[config.mk]
export PLATFORM = sky130hd
export DESIGN_NAME = pvd_ctrl
export DESIGN_NICKNAME = d
export VERILOG_FILES = /design/src/hw/rtl/pvd_pkg.sv /design/src/hw/rtl/pvd_ctrl.sv
export SDC_FILE = /design/constraint.sdc
export NUM_CORES = 1
export LEC_CHECK = 0
export ABC_AREA = 1
export BUFFER_PORTS_ARGS = -buffer_cell sky130_fd_sc_hd__buf_4
export CAP_MARGIN = 30
export CORE_MARGIN = 3
export CORE_UTILIZATION = 40
export DETAILED_ROUTE_END_ITERATION = 7
export GPL_ROUTABILITY_DRIVEN = 0
export PLACE_DENSITY_LB_ADDON = 0.1
export SLEW_MARGIN = 5
export SYNTH_ARGS = -nofsm -noshare
export SYNTH_HDL_FRONTEND = slang
export SYNTH_SLANG_ARGS = --single-unit
[constraint.sdc]
create_clock -name clk -period 2.9 [get_ports clk]
set_input_delay 0.145 -clock clk [delete_from_list [all_inputs] [get_ports clk]]
set_output_delay 0.145 -clock clk [all_outputs]
set_load 0.1 [all_outputs]
[src/hw/rtl/pvd_pkg.sv]
// Shared types and constants of the presence variance detector.
package pvd_pkg;

  localparam int WINDOW_LENGTH_DEF   = 100;
  localparam int MAX_SUBCARRIERS_DEF = 64;
  localparam int MIN_FRAMES          = 10;

  localparam logic [63:0] Q48_MAX  = 64'hFFFF_FFFF_FFFF;
  localparam logic [63:0] Q32_MAX  = 64'hFFFF_FFFF;
  localparam logic [63:0] ALL_ONES = 64'hFFFF_FFFF_FFFF_FFFF;
  localparam logic [16:0] CONF_ONE = 17'd65536;

  localparam logic [11:0] PRESENT_RATIO_RST    = 12'd640;
  localparam logic [11:0] ABSENT_RATIO_RST     = 12'd384;
  localparam logic [15:0] QUIET_ADAPT_RATE_RST = 16'd655;
  localparam logic [15:0] DOWN_ADAPT_RATE_RST  = 16'd3277;
  localparam logic [7:0]  WARMUP_FRAMES_RST    = 8'd100;
  localparam logic [19:0] FLOOR_MINIMUM_RST    = 20'd1100;

  localparam int CFG_IDX_W  = 3;
  localparam int CFG_DATA_W = 20;

  typedef enum logic [CFG_IDX_W-1:0] {
    CFG_PRESENT_RATIO    = 3'd0,
    CFG_ABSENT_RATIO     = 3'd1,
    CFG_QUIET_ADAPT_RATE = 3'd2,
    CFG_DOWN_ADAPT_RATE  = 3'd3,
    CFG_WARMUP_FRAMES    = 3'd4,
    CFG_FLOOR_MINIMUM    = 3'd5
  } cfg_idx_t;

  typedef enum logic [4:0] {
    S_IDLE, S_CHECK, S_SQRT, S_FDIV, S_FDIV_W, S_STORE, S_NCHK, S_SUM_W,
    S_MDIV, S_MDIV_W, S_MSQ, S_DEN_LO, S_DEN_HI, S_VAR, S_VAR_W, S_NV,
    S_NV_W, S_WCHK, S_WDIV, S_WDIV_W, S_RATIO_W, S_DECIDE, S_CONF_W,
    S_PROD_LO, S_PROD_HI, S_EMIT
  } state_t;

  typedef enum logic [4:0] {
    OP_NONE, OP_CAPTURE, OP_SQRT_GO, OP_FDIV_GO, OP_STORE, OP_SUM_GO,
    OP_MDIV_GO, OP_MSQ, OP_DEN_LO, OP_DEN_HI, OP_VAR_GO, OP_NV_GO, OP_WARM,
    OP_WDIV_GO, OP_RATIO_GO, OP_CONF_GO, OP_PROD_LO, OP_PROD_HI, OP_EMIT
  } op_t;

  typedef struct packed {
    op_t op;
  } cmd_t;

  typedef struct packed {
    logic sqrt_busy;
    logic div_busy;
    logic pass_busy;
    logic skip;
    logic last;
    logic few;
    logic warmup;
    logic warm_last;
    logic hyst;
    logic out_free;
  } status_t;

endpackage

[src/hw/rtl/pvd_ctrl.sv]
// Controller: sequences the datapath through sample and frame processing.
module pvd_ctrl (
  input  logic             clk,
  input  logic             rst_n,
  input  logic             in_tvalid,
  output logic             in_tready,
  input  pvd_pkg::status_t st,
  output pvd_pkg::cmd_t    cmd
);

  pvd_pkg::state_t state_r, state_nxt;

  always_ff @(posedge clk) begin
    if (!rst_n) begin
      state_r <= pvd_pkg::S_IDLE;
    end else begin
      state_r <= state_nxt;
    end
  end

  always_comb begin
    state_nxt = state_r;
    cmd.op    = pvd_pkg::OP_NONE;
    in_tready = 1'b0;
    case (state_r)
      pvd_pkg::S_IDLE: begin
        in_tready = 1'b1;
        if (in_tvalid) begin
          cmd.op    = pvd_pkg::OP_CAPTURE;
          state_nxt = pvd_pkg::S_CHECK;
        end
      end
      pvd_pkg::S_CHECK: begin
        if (!st.skip) begin
          cmd.op    = pvd_pkg::OP_SQRT_GO;
          state_nxt = pvd_pkg::S_SQRT;
        end else begin
          state_nxt = st.last ? pvd_pkg::S_FDIV : pvd_pkg::S_IDLE;
        end
      end
      pvd_pkg::S_SQRT: begin
        if (!st.sqrt_busy) state_nxt = st.last ? pvd_pkg::S_FDIV : pvd_pkg::S_IDLE;
      end
      pvd_pkg::S_FDIV: begin
        cmd.op    = pvd_pkg::OP_FDIV_GO;
        state_nxt = pvd_pkg::S_FDIV_W;
      end
      pvd_pkg::S_FDIV_W: if (!st.div_busy) state_nxt = pvd_pkg::S_STORE;
      pvd_pkg::S_STORE: begin
        cmd.op    = pvd_pkg::OP_STORE;
        state_nxt = pvd_pkg::S_NCHK;
      end
      pvd_pkg::S_NCHK: begin
        if (st.few) begin
          state_nxt = pvd_pkg::S_IDLE;
        end else begin
          cmd.op    = pvd_pkg::OP_SUM_GO;
          state_nxt = pvd_pkg::S_SUM_W;
        end
      end
      pvd_pkg::S_SUM_W: if (!st.pass_busy) state_nxt = pvd_pkg::S_MDIV;
      pvd_pkg::S_MDIV: begin
        cmd.op    = pvd_pkg::OP_MDIV_GO;
        state_nxt = pvd_pkg::S_MDIV_W;
      end
      pvd_pkg::S_MDIV_W: if (!st.div_busy) state_nxt = pvd_pkg::S_MSQ;
      pvd_pkg::S_MSQ: begin
        cmd.op    = pvd_pkg::OP_MSQ;
        state_nxt = pvd_pkg::S_DEN_LO;
      end
      pvd_pkg::S_DEN_LO: begin
        cmd.op    = pvd_pkg::OP_DEN_LO;
        state_nxt = pvd_pkg::S_DEN_HI;
      end
      pvd_pkg::S_DEN_HI: begin
        cmd.op    = pvd_pkg::OP_DEN_HI;
        state_nxt = pvd_pkg::S_VAR;
      end
      pvd_pkg::S_VAR: begin
        cmd.op    = pvd_pkg::OP_VAR_GO;
        state_nxt = pvd_pkg::S_VAR_W;
      end
      pvd_pkg::S_VAR_W: if (!st.pass_busy) state_nxt = pvd_pkg::S_NV;
      pvd_pkg::S_NV: begin
        cmd.op    = pvd_pkg::OP_NV_GO;
        state_nxt = pvd_pkg::S_NV_W;
      end
      pvd_pkg::S_NV_W: if (!st.div_busy) state_nxt = pvd_pkg::S_WCHK;
      pvd_pkg::S_WCHK: begin
        if (st.warmup) begin
          cmd.op    = pvd_pkg::OP_WARM;
          state_nxt = st.warm_last ? pvd_pkg::S_WDIV : pvd_pkg::S_IDLE;
        end else begin
          cmd.op    = pvd_pkg::OP_RATIO_GO;
          state_nxt = pvd_pkg::S_RATIO_W;
        end
      end
      pvd_pkg::S_WDIV: begin
        cmd.op    = pvd_pkg::OP_WDIV_GO;
        state_nxt = pvd_pkg::S_WDIV_W;
      end
      pvd_pkg::S_WDIV_W: if (!st.div_busy) state_nxt = pvd_pkg::S_IDLE;
      pvd_pkg::S_RATIO_W: if (!st.div_busy) state_nxt = pvd_pkg::S_DECIDE;
      pvd_pkg::S_DECIDE: begin
        if (st.hyst) begin
          state_nxt = pvd_pkg::S_IDLE;
        end else begin
          cmd.op    = pvd_pkg::OP_CONF_GO;
          state_nxt = pvd_pkg::S_CONF_W;
        end
      end
      pvd_pkg::S_CONF_W: if (!st.div_busy) state_nxt = pvd_pkg::S_PROD_LO;
      pvd_pkg::S_PROD_LO: begin
        cmd.op    = pvd_pkg::OP_PROD_LO;
        state_nxt = pvd_pkg::S_PROD_HI;
      end
      pvd_pkg::S_PROD_HI: begin
        cmd.op    = pvd_pkg::OP_PROD_HI;
        state_nxt = pvd_pkg::S_EMIT;
      end
      pvd_pkg::S_EMIT: begin
        if (st.out_free) begin
          cmd.op    = pvd_pkg::OP_EMIT;
          state_nxt = pvd_pkg::S_IDLE;
        end
      end
      default: state_nxt = pvd_pkg::S_IDLE;
    endcase
  end

endmodule

Word level (Yosys, flattened, before mapping)
Index checks and enable logic that the tools add are counted.

Equal/unequal tests: 36. Mux-type cells: 26. Reduce and logical (&&, ||, !) cells: 2.

Operator list (count): case mux 5 bit (26 select lines) (1); case mux 5 bit (17 select lines) (1); two-way mux 5 bit (15); == test 5 bit (second input constant) (10); == test 5 x 4 -> 1 bit (second input constant) (8); inequality test 2 bit (second input constant) (11); == test 5 x 3 -> 1 bit (second input constant) (4); AND reduction 11 bit (1); == test 5 x 2 -> 1 bit (second input constant) (2); two-way mux 2 bit (4); two-way mux 3 bit (2); == test 5 x 1 -> 1 bit (second input constant) (1); zero test 5 bit (1); two-way mux 4 bit (1); two-way mux 1 bit (2).

Register bits: 5. Input bits: 13. Output and inout port bits: 6. Logic and storage cells: 65.

Depth between registers and ports, before layout
Gate-level depths: netlist (run 1).

Word-level depth: 3. Depth in mapped cells: 11.

Worst setup path after synthesis (run 1)
Ideal clock, no wire load.

Path kind: reg-to-output. Start point: reg state_r[0]. End point: out cmd[1] (netlist name). Arrival: 2443 ps. Required time: 2755 ps. Slack: 312 ps. Cell stages (with the launch flop): 7. Path buffers: 0. Cell sequence: dfxtp_1 inv_2 nor2_2 nand2_1 nor2_1 inv_1 o2111ai_1.

RTL lines: start, declared (RTL line pvd_ctrl.sv:11) `pvd_pkg::state_t state_r, state_nxt;`; start signal, assigned (RTL line pvd_ctrl.sv:15) `state_r <= pvd_pkg::S_IDLE;`; start signal, assigned (RTL line pvd_ctrl.sv:17) `state_r <= state_nxt;`; end, declared (RTL line pvd_ctrl.sv:8) `output pvd_pkg::cmd_t cmd`.

==> flow_summary.json, run 1 <==
{
  "worstHoldPathType": "in -> reg",
  "synth.net_count": 170,
  "largest_reg_flops": 5,
  "htree_levels": 1,
  "clock_path_buffers": 2,
  "path_clk_slew_ns": 0.04,
  "drc": 0,
  "dieArea_um2": 2592,
  "final_util": 0.5409,
  "antenna_found_initial": 0,
  "top_regs": "state_r: 5 flops",
  "core-area_um2": 1821,
  "postLayoutCellArea_um2": 984.7,
  "holdPathStages": 3,
  "synth_area_um2": 807.0,
  "post_dp_cell_area_um2": 958.4,
  "via_count": 1075,
  "path_buf_inv": 2,
  "cts.hold.buffers_added": 0,
  "postSynthCellCount": 157,
  "crit_fanout": 16,
  "syn2layout_area_growth_pct": 22.02,
  "ctsResizeCount": 0,
  "endpoint_kind": "output port",
  "grt_pass1_wl_mm": 3.663,
  "gr-total-overflow": 0,
  "synth_warnings": 0,
  "cts_sinks": 5,
  "postSynthAreaPerCell_um2": 5.140,
  "num_rows": 15,
  "worstHoldStart": "rst_n",
  "drive_gt1_frac": 0.2045,
  "fin_nets": 190,
  "reg2reg_to": "state_r[1]$_SDFFE_PN0P_",
  "cts-buffers-inserted": 3,
  "cp_slowest_cell": "dfxtp_1",
  "ys_seq_elements": 5,
  "period_share": 0.7558,
  "cpPeakStageDelay_ns": 0.64,
  "viasPerCell": 5.348,
  "rsz0062_at_grt": "no",
  "cap_viol_max_count": 0,
  "path_cells": "inv_1 > nand4_1 > nor2_1 > nor3_1 > o2111ai_1 > buf_4",
  "numPortBuffers": 18,
  "grt_max_degree": 17,
  "worstRegToRegCells": 7,
  "slew_viol_final": 0,
  "dp_hpwl_mm": 1.847,
  "skew_ns": 0.001988,
  "synth-seq-area-share": 0.1240,
  "drtAntennaViolNets": 0,
  "setup-tns-final_ns": 0,
  "status": "complete, no violations",
  "cts_setup_buffers": 0,
  "worstSetupPathType": "reg -> out",
  "wl_per_cell_um": 11.02,
  "dp_slack_ns": 0.9889,
  "hold_viol": 0,
  "timing.final.ws_setup_ns": 0.7082,
  "reg2reg_setup_slack_ns": 1.04,
  "cp_top_family": "flip-flops",
  "drt_iter0_drc": 61,
  "num_io_pins": 19,
  "diodes": 0,
  "worstPathArrival_ns": 2.05,
  "p_leak_nw": 0.5562,
  "max_freq_ghz": 0.4562,
  "min_to": "state_r[3]$_SDFFE_PN0P_",
  "slew_headroom": 0.6500,
  "cp-start-kind": "flip-flop",
  "cts_tree": "yes",
  "first_pass_iters": 4,
  "peakVddDrop_uv": 372.9,
  "yosysUniqueCellTypes": 20,
  "rr_startpoint": "state_r[4]$_SDFFE_PN0P_",
  "start_util": 0.4433,
  "chipHeight_um": 50.92,
  "top_register": "state_r",
  "wl_mm": 2.215,
  "crit_required_ns": 2.76,
  "setup_viol": 0,
  "worst_pin_slew_ns": 0.5244,
  "cts-root-buf": "clkbuf_4",
  "insertion_delay_ns": 0.23,
  "track_usage": 0.1764,
  "min_period_ns": 2.192,
  "grt_pass1_vias": 912,
  "powerDensity_nw_per_um2": 580.5,
  "die_width_um": 50.92
}
-- where the power goes --
group	switching, W	leakage [nW]	internal (W)
Combinational	0.000294	0.501	0.0000971
Clock	0.0000247	0.0150	0.0000518
Sequential	0.0000237	0.0407	0.0000799
-- cell type report --
cell class	instances	area, um^2
multi-input cells	124	598.1
clock buffers	4	26.28
well taps	25	31.28
flip-flops and latches	5	100.1
repair buffers	18	135.1
inverters	25	93.84
fillers	198	835.8
-- tightest hold or removal path: stages --
cell and delay [ns]:
buf_4 0.08, inv_1 0.07, a21oi_1 0.11
-- how the worst max path moves through the flow --
stage | slack, ns | start | depth (start not counted) | end
global placement | 1.06 | state_r[4]$_SDFFE_PN0P_ | 6 | cmd[1]
floorplan | 0.31 | state_r[0]$_SDFFE_PN0P_ | 6 | cmd[1]
CTS | 0.73 | state_r[4]$_SDFFE_PN0P_ | 6 | cmd[0]
detailed placement | 0.99 | state_r[4]$_SDFFE_PN0P_ | 6 | cmd[0]
finish | 0.71 | state_r[4]$_SDFFE_PN0P_ | 6 | cmd[0]
global route | 0.51 | state_r[4]$_SDFFE_PN0P_ | 6 | cmd[1]
-- logic make-up after synthesis --
logic type	after synthesis	synth area share
DFF	5	0.1240
AOI/OAI and AO/OA	14	0.1023
and+or+nand+nor	110	0.6388
buffers and inverters	28	0.1349
-- synthesized netlist by cell type, drive strengths merged --
| library cell | count | area (um^2) |
|---|---|---|
| inv | 25 | 93.84 |
| nand3 | 20 | 100.1 |
| nand3b | 2 | 15.01 |
| o211ai | 1 | 7.510 |
| nand2 | 43 | 163.9 |
| dfxtp | 5 | 100.1 |
| buf | 3 | 15.01 |
| nor3b | 1 | 7.510 |
| nor2 | 32 | 157.7 |
| nor3 | 3 | 15.01 |
| nand4 | 9 | 56.30 |
| a211oi | 1 | 7.510 |
| o2111ai | 2 | 17.52 |
| a21oi | 6 | 30.03 |
| o21ai | 4 | 20.01 |
-- stage by stage --
step | instances | hold WS [ns] | total power (W)
floorplan | 157 | 0.3289 | 0.0004068
global placement | 197 | 0.4369 | 0.0004949
detailed placement | 197 | 0.4452 | 0.0004955
CTS | 201 | 0.1983 | 0.0005752
global route | 201 | 0.2418 | 0.0006145
finish | 201 | 0.2003 | 0.0005716
-- metal layers --
metal	global-route usage	wire, um	up-vias
met5	0	0	-
met4	0.05381	30	0
met3	0.02041	201	6
met2	0.2897	992	55
met1	0.2386	990	459
li1	-	-	555
-- layout by cell type (no fill, tap or decap), types with 2 or more instances in the layout --
| cell type | count |
|---|---|
| buf_4 | 18 |
| nand3_1 | 20 |
| nor2_1 | 23 |
| nor2_4 | 3 |
| inv_2 | 5 |
| o21ai_0 | 3 |
| nand3b_1 | 2 |
| a21oi_1 | 6 |
| dfxtp_1 | 5 |
| clkbuf_4 | 3 |
| nor3_1 | 3 |
| nand2_1 | 42 |
| inv_1 | 20 |
| o2111ai_1 | 2 |
| nor2_2 | 6 |
| nand4_1 | 9 |
(Power assumes the default switching activity.)
==> run 2: changes to the inputs <==
==> constraint.sdc (replaced) <==
create_clock -name clk -period 2.05 [get_ports clk]
set_input_delay 0.1025 -clock clk [delete_from_list [all_inputs] [get_ports clk]]
set_output_delay 0.1025 -clock clk [all_outputs]
set_load 0.1 [all_outputs]
==> run 2 against run 1 <==
Sequential share of layout area rose by 0.21 points. Sequential power rose by 42%. Register-to-register slack got worse by 0.69 ns. Setup slack got worse by 0.57 ns. Critical path depth did not move. Core utilization rose by 1.6 points. Via count rose by 0.37%. Wire length rose by 7.9%. Cell area rose by 2.9%. First-iteration DRC count rose by 1.6%.
==> flow_summary.json, run 2 (same netlist as run 1, synthesis figures left out) <==
{
  "track_usage": 0.1916,
  "dp_hpwl_mm": 1.939,
  "min_period_ns": 1.914,
  "grt_max_degree": 11,
  "max_freq_ghz": 0.5223,
  "fillers": 227,
  "worstHoldPathType": "in -> reg",
  "setup-tns-final_ns": 0,
  "endpoint_kind": "output port",
  "cts_setup_buffers": 0,
  "dp_slack_ns": 0.2330,
  "num_io_pins": 19,
  "wl_per_cell_um": 11.83,
  "cts-root-buf": "clkbuf_4",
  "post_dp_cell_area_um2": 978.4,
  "diodes": 0,
  "crit_required_ns": 1.95,
  "final_common_cell": "nand2_1",
  "skew_ns": 0.001751,
  "cts-buffers-inserted": 3,
  "die_width_um": 50.92,
  "top_regs": "state_r: 5 flops",
  "start_util": 0.4433,
  "chipHeight_um": 50.92,
  "clock_path_buffers": 2,
  "pwr-share-seq": 0.177,
  "worstPathArrival_ns": 1.81,
  "drtAntennaViolNets": 0,
  "path_clk_slew_ns": 0.04,
  "drt_iter0_drc": 62,
  "powerDensity_nw_per_um2": 824.2,
  "dieArea_um2": 2592,
  "period_share": 0.9339,
  "first_pass_iters": 5,
  "largest_reg_flops": 5,
  "timing.final.ws_setup_ns": 0.1355,
  "grt_pass1_vias": 980,
  "worst_pin_slew_ns": 0.3370,
  "hold_viol": 0,
  "wl_mm": 2.390,
  "grt_pass1_wl_mm": 3.967,
  "internal-power_w": 0.0003356,
  "status": "complete, no violations",
  "setup_viol": 0,
  "slew_headroom": 0.7751,
  "p_sw_w": 0.0004997,
  "drive_gt1_frac": 0.2429,
  "cts_tree": "yes",
  "cts_sinks": 5,
  "rsz0062_at_grt": "no",
  "peakVddDrop_uv": 704.6,
  "gr-total-overflow": 0,
  "pwr-share-clk": 0.133,
  "core-area_um2": 1821,
  "postLayoutCellArea_um2": 1013,
  "cap_viol_max_count": 0,
  "slew_viol_final": 0,
  "cp-start-kind": "flip-flop",
  "crit_fanout": 10,
  "num_rows": 15,
  "viasPerCell": 5.342,
  "fin_nets": 191,
  "drc": 0,
  "via_count": 1079,
  "top_register": "state_r",
  "antenna_found_initial": 0,
  "worstSetupPathType": "reg -> out",
  "swShare": 0.5982,
  "final_cell_mix": "nand2_1, nor2_1, inv_1, nand3_1, buf_4",
  "insertion_delay_ns": 0.23,
  "p_leak_nw": 0.5720,
  "syn2layout_area_growth_pct": 25.58,
  "htree_levels": 1,
  "numPortBuffers": 18,
  "cts.hold.buffers_added": 0,
  "comb_power_share": 0.690
}
run 2: worst max-delay path: stages, from the launching register on:
cell       delay (ns)
dfxtp_2          0.44
inv_1            0.18
nand4_1          0.19
nor2_1           0.09
nor3_1           0.26
o2111ai_2        0.16
buf_4            0.26
run 2: cell type report:
cell class	count	area [um^2]	area share
Sequential cell	5	105.1	0.1037
Multi-Input combinational cell	124	610.6	0.6025
Tap cell	25	31.28	0.03086
Inverter	25	93.84	0.09259
Clock buffer	4	26.28	0.02593
Timing Repair Buffer	19	146.4	0.1444
run 2: metal layers:
layer	global-route usage	up-vias	routed length (um)
li1	-	557	-
met1	0.2526	465	1071
met2	0.3133	51	1074
met3	0.03790	6	205
met4	0.05381	0	38
met5	0	-	0
run 2: per-stage QoR:
step	utilization	total power [W]	hold slack [ns]	cells
5_1_grt	0.5567	0.0009007	0.2059	202
4_1_cts	0.5526	0.0008321	0.1556	202
3_5_place_dp	0.5375	0.0007176	0.3952	198
3_3_place_gp	0.5375	0.0007141	0.3916	198
6_report	0.5567	0.0008353	0.1622	202
2_1_floorplan	-	0.0005859	0.2864	157
run 2: power by group through the flow:
| stage | clock network [W] | registers (W) | logic (W) |
|---|---|---|---|
| floorplan | 0 | 0.000140 | 0.000446 |
| global placement | 0 | 0.000147 | 0.000567 |
| detailed placement | 0 | 0.000147 | 0.000571 |
| CTS | 0.000115 | 0.000145 | 0.000572 |
| global route | 0.000124 | 0.000153 | 0.000624 |
| finish | 0.000111 | 0.000148 | 0.000576 |
run 2: final timing paths:
path / start / to / depth (start not counted) / slack (ns)
hold / removal: rst_n / state_r[3]$_SDFFE_PN0P_ / 3 / 0.16
setup / recovery: state_r[4]$_SDFFE_PN0P_ / cmd[0] / 6 / 0.14
hold reg to reg: state_r[2]$_SDFFE_PN0P_ / state_r[2]$_SDFFE_PN0P_ / 2 / 0.54
setup reg to reg: state_r[0]$_SDFFE_PN0P_ / state_r[4]$_SDFFE_PN0P_ / 7 / 0.35
run 2: what timing repair did:
| action | 4_1_cts | 5_1_grt |
|---|---|---|
| gates resized for setup | 1 | 4 |
| cloned | 0 | 0 |
| endpoints found under the setup margin | 1 | 4 |
==> run 3: changes to the inputs <==
--- a/config.mk
+++ b/config.mk
@@ -5,7 +5,6 @@
 export SDC_FILE = /design/constraint.sdc
 export NUM_CORES = 1
 export LEC_CHECK = 0
-export ABC_AREA = 1
 export BUFFER_PORTS_ARGS = -buffer_cell sky130_fd_sc_hd__buf_4
 export CAP_MARGIN = 30
 export CORE_MARGIN = 3
==> run 3 against run 2 <==
Synthesized area increased by 24%. Total power increased by 94%. Combinational power increased by 120%.
==> flow_summary.json, run 3 <==
{
  "reg2reg_setup_slack_ns": 0.29,
  "crit_required_ns": 1.95,
  "clock_path_buffers": 2,
  "skew_ns": 0.0005113,
  "synth_warnings": 0,
  "powerDensity_nw_per_um2": 1283,
  "synth.net_count": 148,
  "multi_input_area_um2": 820.8,
  "postSynthAreaPerCell_um2": 7.442,
  "drtAntennaViolNets": 0,
  "synth-seq-area-share": 0.09963,
  "synthTopCellsByCount": "o21ai_0, nand2_1, nor2b_1",
  "synth_top_family_by_area": "compound AO/OA/AOI/OAI gates",
  "period_share": 0.9516,
  "numPortBuffers": 18,
  "grt_max_degree": 26,
  "cap_viol_max_count": 0,
  "synth-xor-area-share": 0.02615,
  "cts_sinks": 5,
  "worstHoldPathType": "in -> reg",
  "path_clk_slew_ns": 0.04,
  "rsz0062_at_grt": "no",
  "postLayoutCellArea_um2": 1262,
  "fillers": 233,
  "top_register": "state_r",
  "antenna_found_initial": 0,
  "ys_seq_elements": 5,
  "min_period_ns": 1.951,
  "worstSetupPathType": "reg -> out",
  "synth_ff_type": "dfxtp_1",
  "synth.most_common_cell": "o21ai_0",
  "largest_reg_flops": 5,
  "yosysTopAreaCell": "dfxtp_1",
  "yosysTopAreaCellShare": 0.09963,
  "yosys.area_share.simple": 0.3064,
  "grt_pass1_wl_mm": 5.244,
  "hold_viol": 0,
  "track_usage": 0.2028,
  "syn2layout_area_growth_pct": 25.65,
  "wl_mm": 3.132,
  "synth-edff-count": 0,
  "post_dp_cell_area_um2": 1224,
  "slew_headroom": 0.7409,
  "peakVddDrop_uv": 842.7,
  "yosysUniqueCellTypes": 51,
  "htree_levels": 1,
  "wl_per_cell_um": 16.57,
  "synthArstFlopShare": 0,
  "final_cells": 189,
  "worstPathArrival_ns": 1.85,
  "viasPerCell": 6.169,
  "max_freq_ghz": 0.5126,
  "synth_compound_area_frac": 0.4334,
  "gr-total-overflow": 0,
  "cts-buffers-inserted": 3,
  "p_sw_w": 0.0009415,
  "postSynthCellCount": 135,
  "setup-tns-final_ns": 0,
  "final_cell_mix": "buf_4, o21ai_0, nand2_1",
  "fin_nets": 175,
  "pwr-share-clk": 0.068,
  "final_common_cell": "buf_4",
  "pwr-share-seq": 0.145,
  "insertion_delay_ns": 0.24,
  "drt_iter0_drc": 80,
  "synth_area_leaders": "dfxtp_1, o21ai_0, nor2b_1",
  "setup_viol": 0,
  "swShare": 0.5811,
  "chipHeight_um": 56.12,
  "crit_fanout": 25,
  "slew_viol_final": 0,
  "grt_pass1_vias": 1061,
  "status": "complete, no violations",
  "synth_area_um2": 1005,
  "die_width_um": 56.12,
  "endpoint_kind": "output port",
  "core-area_um2": 2297,
  "start_util": 0.4374,
  "num_rows": 17,
  "post-place-cells": 185,
  "seqCellArea_um2": 106.4,
  "top_regs": "state_r: 5 flops",
  "internal-power_w": 0.0006786,
  "first_pass_iters": 4,
  "drc": 0,
  "diodes": 0,
  "worst_pin_slew_ns": 0.3878,
  "num_io_pins": 19,
  "comb_power_share": 0.787,
  "via_count": 1166,
  "p_leak_nw": 0.4754,
  "report.power.total_w": 0.001620,
  "synth_mux_area_frac": 0.03238,
  "dp_hpwl_mm": 2.438,
  "cts-root-buf": "clkbuf_4",
  "dieArea_um2": 3149,
  "drive_gt1_frac": 0.3975,
  "synthAdderAreaFrac": 0,
  "cp-start-kind": "flip-flop",
  "cts_tree": "yes"
}
==> run 3: worst paths after layout <==
kind	start	endpoint	cells past startpoint
worst max register to register	state_r[1]$_SDFFE_PN0P_	state_r[0]$_SDFFE_PN0P_	6
worst max-delay path	state_r[2]$_SDFFE_PN0P_	cmd[2]	6
worst min register to register	state_r[0]$_SDFFE_PN0P_	state_r[0]$_SDFFE_PN0P_	2
worst min-delay path	rst_n	state_r[0]$_SDFFE_PN0P_	3
==> run 3: area by class of cell <==
type | instances | share of cell area
multi-input combinational | 113 | 0.6501
timing repair buffer | 34 | 0.2022
sequential | 5 | 0.08424
tap | 28 | 0.02775
clock buffer | 4 | 0.02081
inverter | 5 | 0.01487
==> run 3: routing by layer <==
metal | routed length [um] | track usage
met3 | 237 | 0.03016
met2 | 1440 | 0.3255
met1 | 1427 | 0.2883
met5 | 0 | 0
met4 | 25 | 0.03390
==> run 3: stage by stage <==
step	setup WS, ns	hold slack (ns)	util
floorplan	-0.4623	0.2596	-
global placement	0.2273	0.3878	0.5327
detailed placement	0.2350	0.3987	0.5327
CTS	0.008257	0.1518	0.5441
global route	0.002983	0.1643	0.5496
finish	0.09921	0.1496	0.5496
==> run 3: kinds of logic after synthesis <==
family / Yosys count
AOI/OAI and AO/OA: 58
and+or+nand+nor: 50
buffers and inverters: 17
DFF: 5
xor gates and xnor gates: 3
muxes: 2
==> run 3: worst max-delay path: stages, from the launching register on <==
cell,delay [ns]
dfxtp_4,0.52
nand2b_1,0.20
buf_4,0.13
nor2_1,0.04
o21ai_0,0.29
o211ai_1,0.16
buf_4,0.26
==> run 3: power groups by stage <==
stage          clock [W]  sequential [W]  combinational (W)
2_1_floorplan          0        0.000143            0.00110
3_3_place_gp           0        0.000224            0.00127
3_5_place_dp           0        0.000223            0.00125
4_1_cts         0.000114        0.000223            0.00126
5_1_grt         0.000123        0.000243            0.00136
6_report        0.000111        0.000235            0.00127
==> run 3: timing repair <==
action                                  4_1_cts  5_1_grt
setup buffers                                 0        0
hold buffers                                  0        0
endpoints found under the setup margin        0        4
gates resized for setup                       0        5
